$ cat config.mk
export PLATFORM = sky130hd
export DESIGN_NAME = embroidery_stitch_stream_decoder_flat
export DESIGN_NICKNAME = d
export VERILOG_FILES = /design/src/design/essd_pkg.sv /design/src/design/essd_in_if.sv /design/src/design/essd_out_if.sv /design/src/design/embroidery_stitch_stream_decoder.sv /design/src/design/essd_core.sv /design/src/design/essd_out_stage.sv /design/src/flat_wrapper.sv
export SDC_FILE = /design/constraint.sdc
export NUM_CORES = 1
export LEC_CHECK = 0
export BUFFER_PORTS_ARGS = -buffer_cell sky130_fd_sc_hd__buf_4
export CAP_MARGIN = 20
export CORE_UTILIZATION = 60
export DETAILED_ROUTE_END_ITERATION = 10
export HOLD_SLACK_MARGIN = 0.1
export PLACE_DENSITY = 0.89
export SKIP_LAST_GASP = 1
export SLEW_MARGIN = 20
export SYNTH_ARGS = -nofsm -noshare
export SYNTH_HDL_FRONTEND = slang
export SYNTH_SLANG_ARGS = --single-unit
$ cat constraint.sdc
create_clock -name clk -period 11 [get_ports clk]
set_input_delay 2.2 -clock clk [delete_from_list [all_inputs] [get_ports clk]]
set_output_delay 2.2 -clock clk [all_outputs]
set_load 0.005 [all_outputs]
$ cat src/design/essd_pkg.sv
`timescale 1ns / 1ps
`default_nettype none
// ----------------------------------------------------------------------------
// essd_pkg: shared types and constants of the stitch stream decoder
// Parse phases, event codes, stream marker bytes and the result record.
// ----------------------------------------------------------------------------
package essd_pkg;

  localparam int COORD_BITS_DEF = 16;
  localparam int MAX_BLOCKS_DEF = 256;

  localparam int BYTE_W  = 8;
  localparam int DELTA_W = 13;
  localparam int OUT_W   = 16;
  localparam int CFG_W   = 9;
  localparam int BLKO_W  = 8;

  localparam logic [BYTE_W-1:0] END_HI_BYTE   = 8'd255;
  localparam logic [BYTE_W-1:0] END_LO_BYTE   = 8'd0;
  localparam logic [BYTE_W-1:0] COLOR_HI_BYTE = 8'd254;
  localparam logic [BYTE_W-1:0] COLOR_LO_BYTE = 8'd176;
  localparam logic [BYTE_W-1:0] JUMP_MASK     = 8'h30;
  localparam int               LONG_BIT      = 7;
  localparam logic [CFG_W-1:0] COLOR_COUNT_RST = 9'd1;

  typedef enum logic [2:0] {
    PH_FIRST,
    PH_SECOND,
    PH_YFIRST,
    PH_YSECOND,
    PH_SKIP
  } phase_t;

  typedef enum logic [1:0] {
    EV_STITCH = 2'd0,
    EV_BLOCK  = 2'd1,
    EV_END    = 2'd2,
    EV_ERROR  = 2'd3
  } event_kind_t;

  typedef struct packed {
    event_kind_t              event_kind;
    logic signed [OUT_W-1:0]  pos_x;
    logic signed [OUT_W-1:0]  pos_y;
    logic                     jump;
    logic [BLKO_W-1:0]        block_index;
    logic signed [OUT_W-1:0]  box_min_x;
    logic signed [OUT_W-1:0]  box_max_x;
    logic signed [OUT_W-1:0]  box_min_y;
    logic signed [OUT_W-1:0]  box_max_y;
  } result_t;

  // Seven-bit signed delta carried in one byte.
  function automatic logic signed [DELTA_W-1:0] short_delta(input logic [BYTE_W-1:0] b);
    return {{(DELTA_W-7){b[6]}}, b[6:0]};
  endfunction

  // Twelve-bit signed delta: low nibble of the first byte, then the second byte.
  function automatic logic signed [DELTA_W-1:0] long_delta(input logic [BYTE_W-1:0] hi,
                                                           input logic [BYTE_W-1:0] lo);
    return {hi[3], hi[3:0], lo};
  endfunction

endpackage

`default_nettype wire

$ cat src/design/essd_in_if.sv
`timescale 1ns / 1ps
`default_nettype none
// ----------------------------------------------------------------------------
// essd_in_if: byte input channel
// Valid/ready channel that carries one raw stream byte and its start flag.
// ----------------------------------------------------------------------------
interface essd_in_if;
  logic       valid;
  logic       ready;
  logic [7:0] data_byte;
  logic       stream_start;

  modport source (output valid, output data_byte, output stream_start, input ready);
  modport sink   (input valid, input data_byte, input stream_start, output ready);
endinterface

`default_nettype wire

$ cat src/design/essd_out_if.sv
`timescale 1ns / 1ps
`default_nettype none
// ----------------------------------------------------------------------------
// essd_out_if: event output channel
// Valid/ready channel that carries one decoded stitch or stream event.
// ----------------------------------------------------------------------------
interface essd_out_if;
  logic               valid;
  logic               ready;
  logic [1:0]         event_kind;
  logic signed [15:0] pos_x;
  logic signed [15:0] pos_y;
  logic               jump;
  logic [7:0]         block_index;
  logic signed [15:0] box_min_x;
  logic signed [15:0] box_max_x;
  logic signed [15:0] box_min_y;
  logic signed [15:0] box_max_y;

  modport source (output valid, output event_kind, output pos_x, output pos_y,
                  output jump, output block_index, output box_min_x, output box_max_x,
                  output box_min_y, output box_max_y, input ready);
  modport sink   (input valid, input event_kind, input pos_x, input pos_y,
                  input jump, input block_index, input box_min_x, input box_max_x,
                  input box_min_y, input box_max_y, output ready);
endinterface

`default_nettype wire

$ cat src/design/embroidery_stitch_stream_decoder.sv
`timescale 1ns / 1ps
`default_nettype none
// ----------------------------------------------------------------------------
// embroidery_stitch_stream_decoder: stitch section byte decoder
// Output: a byte that completes an event shows its result in the cycle after
//   the transaction that delivers it.
// Throughput: one byte per cycle unless the output stalls; the byte decode
//   and saturating add sit between the parse state registers and the result register.
// Reset: synchronous, active low; clears the parse state, empties the box
//   and sets color_count to 1. No clearing pass is needed.
// ----------------------------------------------------------------------------
module embroidery_stitch_stream_decoder #(
  parameter int COORD_BITS = essd_pkg::COORD_BITS_DEF,
  parameter int MAX_BLOCKS = essd_pkg::MAX_BLOCKS_DEF
) (
  input  wire logic       clk,
  input  wire logic       rst_n,
  essd_in_if.sink         in_ch,
  essd_out_if.source      out_ch,
  input  wire logic       cfg_we,
  input  wire logic [8:0] cfg_wdata
);
  import essd_pkg::*;

  // The parser decodes each byte against its stored phase and updates the
  // running position and bounding box in the same cycle. A byte that ends
  // a stitch or the end marker, or a color change after a non-empty block
  // (a block event or palette overflow), pushes one record into the result register.
  logic    res_push;
  logic    res_ready;
  result_t res;

  essd_core #(
    .COORD_BITS (COORD_BITS),
    .MAX_BLOCKS (MAX_BLOCKS)
  ) u_core (
    .clk       (clk),
    .rst_n     (rst_n),
    .in_ch     (in_ch),
    .cfg_we    (cfg_we),
    .cfg_wdata (cfg_wdata),
    .res_ready (res_ready),
    .res_push  (res_push),
    .res       (res)
  );

  // The result register holds a finished event until the sink takes it; the input
  // stalls only when it is full and not drained.
  essd_out_stage u_out (
    .clk       (clk),
    .rst_n     (rst_n),
    .res_push  (res_push),
    .res       (res),
    .res_ready (res_ready),
    .out_ch    (out_ch)
  );

endmodule

`default_nettype wire

$ cat src/design/essd_core.sv
`timescale 1ns / 1ps
`default_nettype none
// ----------------------------------------------------------------------------
// essd_core: stitch stream parser
// Holds the parse state, position and box, and decodes one byte per cycle while res_ready is high.
// ----------------------------------------------------------------------------
module essd_core #(
  parameter int COORD_BITS = essd_pkg::COORD_BITS_DEF,
  parameter int MAX_BLOCKS = essd_pkg::MAX_BLOCKS_DEF
) (
  input  wire logic                     clk,
  input  wire logic                     rst_n,
  essd_in_if.sink                       in_ch,
  input  wire logic                     cfg_we,
  input  wire logic [8:0]               cfg_wdata,
  input  wire logic                     res_ready,
  output      logic                     res_push,
  output      essd_pkg::result_t        res
);
  import essd_pkg::*;

  localparam int CB = COORD_BITS;
  localparam int BW = $clog2(MAX_BLOCKS + 1);

  localparam logic signed [CB-1:0] CMAX = {1'b0, {(CB-1){1'b1}}};
  localparam logic signed [CB-1:0] CMIN = {1'b1, {(CB-1){1'b0}}};

  logic [CFG_W-1:0] color_count_r;

  phase_t                    phase_r, phase_nxt;
  logic [BYTE_W-1:0]         held_r, held_nxt;
  logic signed [DELTA_W-1:0] pdx_r, pdx_nxt;
  logic                      jump_r, jump_nxt;
  logic signed [CB-1:0]      cur_x_r, cur_x_nxt, cur_y_r, cur_y_nxt;
  logic signed [CB-1:0]      min_x_r, min_x_nxt, max_x_r, max_x_nxt;
  logic signed [CB-1:0]      min_y_r, min_y_nxt, max_y_r, max_y_nxt;
  logic [BW-1:0]             blk_r, blk_nxt;
  logic                      nonempty_r, nonempty_nxt;
  logic                      done_r, done_nxt;

  logic                      accept;
  logic                      emit;
  event_kind_t               kind;
  logic                      stitch_go;
  logic signed [DELTA_W-1:0] sdx, sdy;
  logic [9:0]                lim, blk_p1;
  logic [BYTE_W-1:0]         b;

  function automatic logic signed [CB-1:0] sat_add(input logic signed [CB-1:0] a,
                                                   input logic signed [DELTA_W-1:0] d);
    logic signed [CB:0] s;
    s = {a[CB-1], a} + {{(CB+1-DELTA_W){d[DELTA_W-1]}}, d};
    if (s[CB] != s[CB-1]) begin
      return s[CB] ? CMIN : CMAX;
    end
    return s[CB-1:0];
  endfunction

  function automatic logic signed [OUT_W-1:0] to_out(input logic signed [CB-1:0] v);
    logic [32:0] ext;
    ext = {{(33-CB){v[CB-1]}}, v};
    return ext[OUT_W-1:0];
  endfunction

  assign accept      = in_ch.valid && res_ready;
  assign in_ch.ready = res_ready;
  assign b           = in_ch.data_byte;

  always_comb begin
    lim = ({1'b0, color_count_r} > 10'(MAX_BLOCKS)) ? 10'(MAX_BLOCKS) : {1'b0, color_count_r};
  end

  always_comb begin
    // A start flag clears the state before the same byte is decoded.
    if (in_ch.stream_start) begin
      phase_nxt    = PH_FIRST;
      held_nxt     = '0;
      pdx_nxt      = '0;
      jump_nxt     = 1'b0;
      cur_x_nxt    = '0;
      cur_y_nxt    = '0;
      min_x_nxt    = CMAX;
      max_x_nxt    = CMIN;
      min_y_nxt    = CMAX;
      max_y_nxt    = CMIN;
      blk_nxt      = '0;
      nonempty_nxt = 1'b0;
      done_nxt     = 1'b0;
    end else begin
      phase_nxt    = phase_r;
      held_nxt     = held_r;
      pdx_nxt      = pdx_r;
      jump_nxt     = jump_r;
      cur_x_nxt    = cur_x_r;
      cur_y_nxt    = cur_y_r;
      min_x_nxt    = min_x_r;
      max_x_nxt    = max_x_r;
      min_y_nxt    = min_y_r;
      max_y_nxt    = max_y_r;
      blk_nxt      = blk_r;
      nonempty_nxt = nonempty_r;
      done_nxt     = done_r;
    end

    emit      = 1'b0;
    kind      = EV_STITCH;
    stitch_go = 1'b0;
    sdx       = pdx_nxt;
    sdy       = '0;
    blk_p1    = 10'(blk_nxt) + 10'd1;

    if (!done_nxt) begin
      unique case (phase_nxt)
        PH_FIRST: begin
          held_nxt  = b;
          jump_nxt  = 1'b0;
          phase_nxt = PH_SECOND;
        end
        PH_SECOND: begin
          if (held_nxt == END_HI_BYTE && b == END_LO_BYTE) begin
            done_nxt  = 1'b1;
            phase_nxt = PH_FIRST;
            emit      = 1'b1;
            kind      = EV_END;
          end else if (held_nxt == COLOR_HI_BYTE && b == COLOR_LO_BYTE) begin
            phase_nxt = PH_SKIP;
            if (nonempty_nxt) begin
              emit = 1'b1;
              if (blk_p1 >= lim) begin
                done_nxt  = 1'b1;
                phase_nxt = PH_FIRST;
                kind      = EV_ERROR;
              end else begin
                blk_nxt      = blk_p1[BW-1:0];
                nonempty_nxt = 1'b0;
                kind         = EV_BLOCK;
              end
            end
          end else if (held_nxt[LONG_BIT]) begin
            if ((held_nxt & JUMP_MASK) != '0) begin
              jump_nxt = 1'b1;
            end
            pdx_nxt   = long_delta(held_nxt, b);
            phase_nxt = PH_YFIRST;
          end else begin
            // Short X delta; this byte is the first byte of Y.
            pdx_nxt = short_delta(held_nxt);
            sdx     = short_delta(held_nxt);
            if (b[LONG_BIT]) begin
              if ((b & JUMP_MASK) != '0) begin
                jump_nxt = 1'b1;
              end
              held_nxt  = b;
              phase_nxt = PH_YSECOND;
            end else begin
              stitch_go = 1'b1;
              sdy       = short_delta(b);
            end
          end
        end
        PH_YFIRST: begin
          if (b[LONG_BIT]) begin
            if ((b & JUMP_MASK) != '0) begin
              jump_nxt = 1'b1;
            end
            held_nxt  = b;
            phase_nxt = PH_YSECOND;
          end else begin
            stitch_go = 1'b1;
            sdy       = short_delta(b);
          end
        end
        PH_YSECOND: begin
          stitch_go = 1'b1;
          sdy       = long_delta(held_nxt, b);
        end
        default: begin
          phase_nxt = PH_FIRST;
        end
      endcase
    end

    res.jump = 1'b0;
    if (stitch_go) begin
      emit         = 1'b1;
      kind         = EV_STITCH;
      res.jump     = jump_nxt;
      cur_x_nxt    = sat_add(cur_x_nxt, sdx);
      cur_y_nxt    = sat_add(cur_y_nxt, sdy);
      if (cur_x_nxt < min_x_nxt) min_x_nxt = cur_x_nxt;
      if (cur_x_nxt > max_x_nxt) max_x_nxt = cur_x_nxt;
      if (cur_y_nxt < min_y_nxt) min_y_nxt = cur_y_nxt;
      if (cur_y_nxt > max_y_nxt) max_y_nxt = cur_y_nxt;
      nonempty_nxt = 1'b1;
      jump_nxt     = 1'b0;
      pdx_nxt      = '0;
      phase_nxt    = PH_FIRST;
    end

    res.event_kind  = kind;
    res.pos_x       = to_out(cur_x_nxt);
    res.pos_y       = to_out(cur_y_nxt);
    res.block_index = BLKO_W'(blk_nxt);
    res.box_min_x   = to_out(min_x_nxt);
    res.box_max_x   = to_out(max_x_nxt);
    res.box_min_y   = to_out(min_y_nxt);
    res.box_max_y   = to_out(max_y_nxt);
  end

  assign res_push = accept && emit;

  always_ff @(posedge clk) begin
    if (!rst_n) begin
      color_count_r <= COLOR_COUNT_RST;
      phase_r       <= PH_FIRST;
      held_r        <= '0;
      pdx_r         <= '0;
      jump_r        <= 1'b0;
      cur_x_r       <= '0;
      cur_y_r       <= '0;
      min_x_r       <= CMAX;
      max_x_r       <= CMIN;
      min_y_r       <= CMAX;
      max_y_r       <= CMIN;
      blk_r         <= '0;
      nonempty_r    <= 1'b0;
      done_r        <= 1'b0;
    end else begin
      if (cfg_we) begin
        color_count_r <= cfg_wdata;
      end
      if (accept) begin
        phase_r    <= phase_nxt;
        held_r     <= held_nxt;
        pdx_r      <= pdx_nxt;
        jump_r     <= jump_nxt;
        cur_x_r    <= cur_x_nxt;
        cur_y_r    <= cur_y_nxt;
        min_x_r    <= min_x_nxt;
        max_x_r    <= max_x_nxt;
        min_y_r    <= min_y_nxt;
        max_y_r    <= max_y_nxt;
        blk_r      <= blk_nxt;
        nonempty_r <= nonempty_nxt;
        done_r     <= done_nxt;
      end
    end
  end

endmodule

`default_nettype wire

$ cat src/design/essd_out_stage.sv
`timescale 1ns / 1ps
`default_nettype none
// ----------------------------------------------------------------------------
// essd_out_stage: result register
// Holds one finished event until the sink takes it.
// ----------------------------------------------------------------------------
module essd_out_stage (
  input  wire logic              clk,
  input  wire logic              rst_n,
  input  wire logic              res_push,
  input  wire essd_pkg::result_t res,
  output      logic              res_ready,
  essd_out_if.source             out_ch
);
  import essd_pkg::*;

  logic    valid_r;
  result_t data_r;

  // A new event may enter when the register is empty or is being drained.
  assign res_ready = !valid_r || out_ch.ready;

  always_ff @(posedge clk) begin
    if (!rst_n) begin
      valid_r <= 1'b0;
    end else if (res_push) begin
      valid_r <= 1'b1;
    end else if (out_ch.ready) begin
      valid_r <= 1'b0;
    end
  end

  always_ff @(posedge clk) begin
    if (res_push) begin
      data_r <= res;
    end
  end

  assign out_ch.valid       = valid_r;
  assign out_ch.event_kind  = data_r.event_kind;
  assign out_ch.pos_x       = data_r.pos_x;
  assign out_ch.pos_y       = data_r.pos_y;
  assign out_ch.jump        = data_r.jump;
  assign out_ch.block_index = data_r.block_index;
  assign out_ch.box_min_x   = data_r.box_min_x;
  assign out_ch.box_max_x   = data_r.box_max_x;
  assign out_ch.box_min_y   = data_r.box_min_y;
  assign out_ch.box_max_y   = data_r.box_max_y;

endmodule

`default_nettype wire
$ cat src/flat_wrapper.sv
// flat-port wrapper written by rule: the top's interface ports become plain ports
module embroidery_stitch_stream_decoder_flat import essd_pkg::*;
#(
  parameter int COORD_BITS = essd_pkg::COORD_BITS_DEF,
  parameter int MAX_BLOCKS = essd_pkg::MAX_BLOCKS_DEF
)
  (clk, rst_n, cfg_we, cfg_wdata, in_ch_valid, in_ch_data_byte, in_ch_stream_start, in_ch_ready, out_ch_valid, out_ch_event_kind, out_ch_pos_x, out_ch_pos_y, out_ch_jump, out_ch_block_index, out_ch_box_min_x, out_ch_box_max_x, out_ch_box_min_y, out_ch_box_max_y, out_ch_ready);
  essd_in_if in_ch_i ();
  essd_out_if out_ch_i ();
  input  wire logic clk;
  input  wire logic rst_n;
  input  wire logic cfg_we;
  input  wire logic [8:0] cfg_wdata;
  input wire logic [$bits(in_ch_i.valid)-1:0] in_ch_valid;
  input wire logic [$bits(in_ch_i.data_byte)-1:0] in_ch_data_byte;
  input wire logic [$bits(in_ch_i.stream_start)-1:0] in_ch_stream_start;
  output wire logic [$bits(in_ch_i.ready)-1:0] in_ch_ready;
  output wire logic [$bits(out_ch_i.valid)-1:0] out_ch_valid;
  output wire logic [$bits(out_ch_i.event_kind)-1:0] out_ch_event_kind;
  output wire logic [$bits(out_ch_i.pos_x)-1:0] out_ch_pos_x;
  output wire logic [$bits(out_ch_i.pos_y)-1:0] out_ch_pos_y;
  output wire logic [$bits(out_ch_i.jump)-1:0] out_ch_jump;
  output wire logic [$bits(out_ch_i.block_index)-1:0] out_ch_block_index;
  output wire logic [$bits(out_ch_i.box_min_x)-1:0] out_ch_box_min_x;
  output wire logic [$bits(out_ch_i.box_max_x)-1:0] out_ch_box_max_x;
  output wire logic [$bits(out_ch_i.box_min_y)-1:0] out_ch_box_min_y;
  output wire logic [$bits(out_ch_i.box_max_y)-1:0] out_ch_box_max_y;
  input wire logic [$bits(out_ch_i.ready)-1:0] out_ch_ready;
  assign in_ch_i.valid = in_ch_valid;
  assign in_ch_i.data_byte = in_ch_data_byte;
  assign in_ch_i.stream_start = in_ch_stream_start;
  assign in_ch_ready = in_ch_i.ready;
  assign out_ch_valid = out_ch_i.valid;
  assign out_ch_event_kind = out_ch_i.event_kind;
  assign out_ch_pos_x = out_ch_i.pos_x;
  assign out_ch_pos_y = out_ch_i.pos_y;
  assign out_ch_jump = out_ch_i.jump;
  assign out_ch_block_index = out_ch_i.block_index;
  assign out_ch_box_min_x = out_ch_i.box_min_x;
  assign out_ch_box_max_x = out_ch_i.box_max_x;
  assign out_ch_box_min_y = out_ch_i.box_min_y;
  assign out_ch_box_max_y = out_ch_i.box_max_y;
  assign out_ch_i.ready = out_ch_ready;
  embroidery_stitch_stream_decoder #(.COORD_BITS(COORD_BITS), .MAX_BLOCKS(MAX_BLOCKS)) u_core (.clk(clk), .rst_n(rst_n), .in_ch(in_ch_i), .out_ch(out_ch_i), .cfg_we(cfg_we), .cfg_wdata(cfg_wdata));
endmodule
==> results.sh <==
export IMPL_cts_setup_buffers=0
export IMPL_power_mw=2.06
export IMPL_crit_required_ns=11.26
export IMPL_async_flop_share_pct=0
export IMPL_synth_edf_count=107
export IMPL_p_leak_nw=7.03
export IMPL_die_h_um=159
export IMPL_pwr_share_clk_pct=43.5
export IMPL_crit_path_max_fanout=62
export IMPL_h_tree_depth=1
export IMPL_regToRegSetupSlack_ns=3.06
export IMPL_diodes=0
export IMPL_final_cell_mix="nor2_1 (173), nand2_1 (159), buf_4 (149)"
export IMPL_ff2ff_path_depth=24
export IMPL_postSynthAreaPerCell_um2=9.06
export IMPL_timing_hold_worst_start="u_core.u_core.cur_x_r[5]$_SDFFE_PN0P_"
export IMPL_yosysTopAreaCell="edfxtp_1"
export IMPL_synth_top_family_by_area="compound AO/OA/AOI/OAI gates"
export IMPL_synthCells=1640
export IMPL_pin_count=132
export IMPL_synth_flop_cell="dfxtp_1"
export IMPL_initial_core_util_pct=61.1
export IMPL_yosys_warnings=0
export IMPL_grt_start_max_net_pins=76
export IMPL_status="finished, final reports clean"
export IMPL_antenna_found_initial=0
export IMPL_grt_ovfl_total=0
export IMPL_arrival_ns=9.73
export IMPL_final_setup_worst_slack_ns=1.53
export IMPL_cts_root_buf="clkbuf_16"
export IMPL_r2r_end="u_core.u_out.out_ch.box_min_x[0]$_DFFE_PP_"
export IMPL_synthAdderAreaFrac_pct=9.24
export IMPL_combinationalPowerShare_pct=8.7
export IMPL_synth_simple_area_share_pct=17.7
export IMPL_syn_to_final_growth_pct=13.4
export IMPL_path_clk_slew_ns=0.06
export IMPL_synth_area_leaders="edfxtp_1 (22%), dfxtp_1 (19%), ha_1 (8.8%)"
export IMPL_drc=0
export IMPL_fillers=1788
export IMPL_synth_compound_area_share_pct=21.6
export IMPL_final_common_cell="nor2_1"
export IMPL_vias=13200
export IMPL_drv_cap=0
export IMPL_cts_resized=0
export IMPL_fp_coreArea_mm2=0.0243
export IMPL_period_minus_slack_ns=9.47
export IMPL_peakVddDrop_mv=0.0969
export IMPL_switchingPower_uw=511
export IMPL_synth_yosys_seq_area_share_pct=40.8
export IMPL_antenna_left=0
export IMPL_holdBufCountCts=0
export IMPL_routabilityCongestion=0.960
export IMPL_synth_mux_area_share_pct=3.75
export IMPL_synthXorXnorAreaFrac_pct=2.30
export IMPL_place_ws_ns=1.30
export IMPL_drtIter0Drc=1427
export IMPL_crit_reg2reg_launch="u_core.u_core.phase_r[2]$_SDFFE_PN0P_"
export IMPL_grt_pass1_vias=12700
export IMPL_fin_setup_tns_ns=0
export IMPL_grt_pass1_wl_mm=64.6
export IMPL_cts_max_path_buffers=3
export IMPL_vias_per_cell=6.40
export IMPL_clk_latency_ns=0.55
export IMPL_cts_tree="yes"
export IMPL_wl_per_cell_um=19.7
export IMPL_post_dp_hpwl_mm=27.3
export IMPL_syn_nets=1769
export IMPL_synth_distinct_cells=93
export IMPL_layout_nets=1849
export IMPL_internal_power_mw=1.55
export IMPL_rows=57
export IMPL_setup_violations_final=0
export IMPL_hold_violations=0
export IMPL_cts_made_buffers=26
export IMPL_crit_end="u_core.u_out.out_ch.box_min_x[0]$_DFFE_PP_"
export IMPL_rsz0062_at_grt="no"
export IMPL_pwr_density_cell_mw_per_mm2=122
export IMPL_maxSlewViolCount=0
export IMPL_syn_area_mm2=0.0149
export IMPL_cp_end_kind="flip-flop"
export IMPL_critical_path_class="in -> reg"
export IMPL_fin_crit_sh_pct=86.1
export IMPL_dieArea_mm2=0.0254
export IMPL_maxSlewHeadroom_pct=31.4
export IMPL_die_x_um=159
export IMPL_crit_path_start="in_ch_stream_start"
export IMPL_cts_sinks=249
export IMPL_dr_pass1_iters=6
export IMPL_start_kind="primary input"
export IMPL_fin_skew_ns=0.0141
export IMPL_synth_seq_cells=249
export IMPL_drt_wl_total_mm=40.8
export IMPL_swShare_pct=24.8
export IMPL_fmax_mhz=106
export IMPL_min_path_type="reg -> reg"
export IMPL_io_buffers=131
export IMPL_tightest_slew_ns=1.03
export IMPL_synth_top_area_share_pct=21.6
export IMPL_drive_above_1_share_pct=15.2
export IMPL_seqPwrFrac_pct=47.8
export IMPL_grt_total_usage_pct=31.2
power groups by stage:
stage / combinational, mW / clock, mW / sequential (mW)
floorplan: 0.127 / 0 / 0.999
global placement: 0.168 / 0 / 1.00
detailed placement: 0.172 / 0 / 1.00
CTS: 0.175 / 0.898 / 0.984
global route: 0.195 / 0.934 / 0.985
finish: 0.179 / 0.895 / 0.984
worst max-delay path: stages:
cell       delay, ns
buf_4           0.31
nor2_4          0.20
nand3_1         0.30
nor3_1          0.67
and2_0          0.44
a21oi_1         0.07
nor2_1          0.29
ha_1            0.36
a21oi_1         0.25
o21ai_0         0.12
a21oi_1         0.17
o21ai_0         0.18
o2bb2ai_1       0.36
buf_4           0.27
o21ai_0         0.68
inv_1           0.27
ha_1            0.39
a21o_1          0.18
a2111oi_0       0.41
o211ai_1        0.16
and2_1          0.19
o21ai_0         0.27
o2111ai_2       0.21
nor2_4          0.55
mux2i_1         0.20
logic make-up after synthesis:
kind of cell | Yosys count
AND/OR/NAND/NOR | 548
adder cells (fa/ha/maj) | 109
XOR/XNOR | 39
multiplexers | 54
AO/OA/AOI/OAI | 477
buffers and inverters | 164
flip-flops | 249
metrics by stage:
stage | util [%] | instance area (um2) | std cells | hold WS [ns]
global route | 69.3 | 16800 | 2064 | 0.479
detailed placement | 65.6 | 16000 | 2015 | 0.444
floorplan | - | 14900 | 1640 | 0.432
CTS | 69.2 | 16800 | 2063 | 0.453
finish | 69.3 | 16800 | 2064 | 0.456
global placement | 65.6 | 16000 | 2015 | 0.437
cells in the mapped netlist, drive strengths merged, types with 10 or more instances:
master    n
ha      104
nand4    17
o21ba    13
nor3     30
nand3    26
o21a     14
nand2b   15
edfxtp  107
xor2     16
o211ai   14
a21oi   133
xnor2    23
a22oi    39
dfxtp   142
a32oi    18
mux2i    44
o21ai   113
nor2b    49
o22a     18
buf      34
clkbuf   64
inv      64
and3     24
a21o     38
nand2   161
nor2    177
mux2     10
area by class of cell:
cell class / count / area, um2 / area share [%]
Multi-Input combinational cell: 1227 / 8130 / 48.2
Clock inverter: 19 / 194 / 1.15
Sequential cell: 249 / 6060 / 35.9
Clock buffer: 29 / 672 / 3.99
Tap cell: 324 / 405 / 2.41
Inverter: 66 / 248 / 1.47
Timing Repair Buffer: 150 / 1150 / 6.80
state kept, by name (all words and copies together) (netlist names), 2 cells and up:
| register | count |
|---|---|
| u_core.u_core.pdx_r | 13 |
| u_core.u_core.held_r | 8 |
| u_core.u_core.phase_r | 3 |
| u_core.u_out.out_ch.pos_x | 16 |
| u_core.u_core.max_x_r | 16 |
| u_core.u_core.color_count_r | 9 |
| u_core.u_core.min_y_r | 16 |
| u_core.u_out.out_ch.box_min_x | 16 |
| u_core.u_out.out_ch.block_index | 8 |
| u_core.u_out.out_ch.event_kind | 2 |
| u_core.u_out.out_ch.box_max_y | 16 |
| u_core.u_core.min_x_r | 16 |
| u_core.u_out.out_ch.pos_y | 16 |
| u_core.u_core.blk_r | 9 |
| u_core.u_out.out_ch.box_min_y | 16 |
| u_core.u_core.cur_y_r | 16 |
| u_core.u_core.cur_x_r | 16 |
| u_core.u_core.max_y_r | 16 |
| u_core.u_out.out_ch.box_max_x | 16 |
worst min-delay path by stage:
stage / end / slack [ns] / cells past startpoint
after floorplan: u_core.u_core.cur_x_r[12]$_SDFFE_PN0P_ / 0.43 / 2
after global placement: u_core.u_core.cur_x_r[12]$_SDFFE_PN0P_ / 0.44 / 2
after detailed placement: u_core.u_core.cur_x_r[5]$_SDFFE_PN0P_ / 0.44 / 2
after CTS: u_core.u_core.cur_x_r[5]$_SDFFE_PN0P_ / 0.45 / 2
after global routing: u_core.u_core.cur_x_r[5]$_SDFFE_PN0P_ / 0.48 / 2
final: u_core.u_core.cur_x_r[5]$_SDFFE_PN0P_ / 0.46 / 2
metal layers:
metal | track usage (%) | vias up | routed length [um]
li1 | - | 6117 | -
met1 | 40.3 | 6176 | 16000
met2 | 52.3 | 811 | 19200
met3 | 5.42 | 103 | 4240
met4 | 11.8 | 0 | 1250
met5 | 0 | - | 0
No activity file was read; power rests on OpenSTA's default activity.
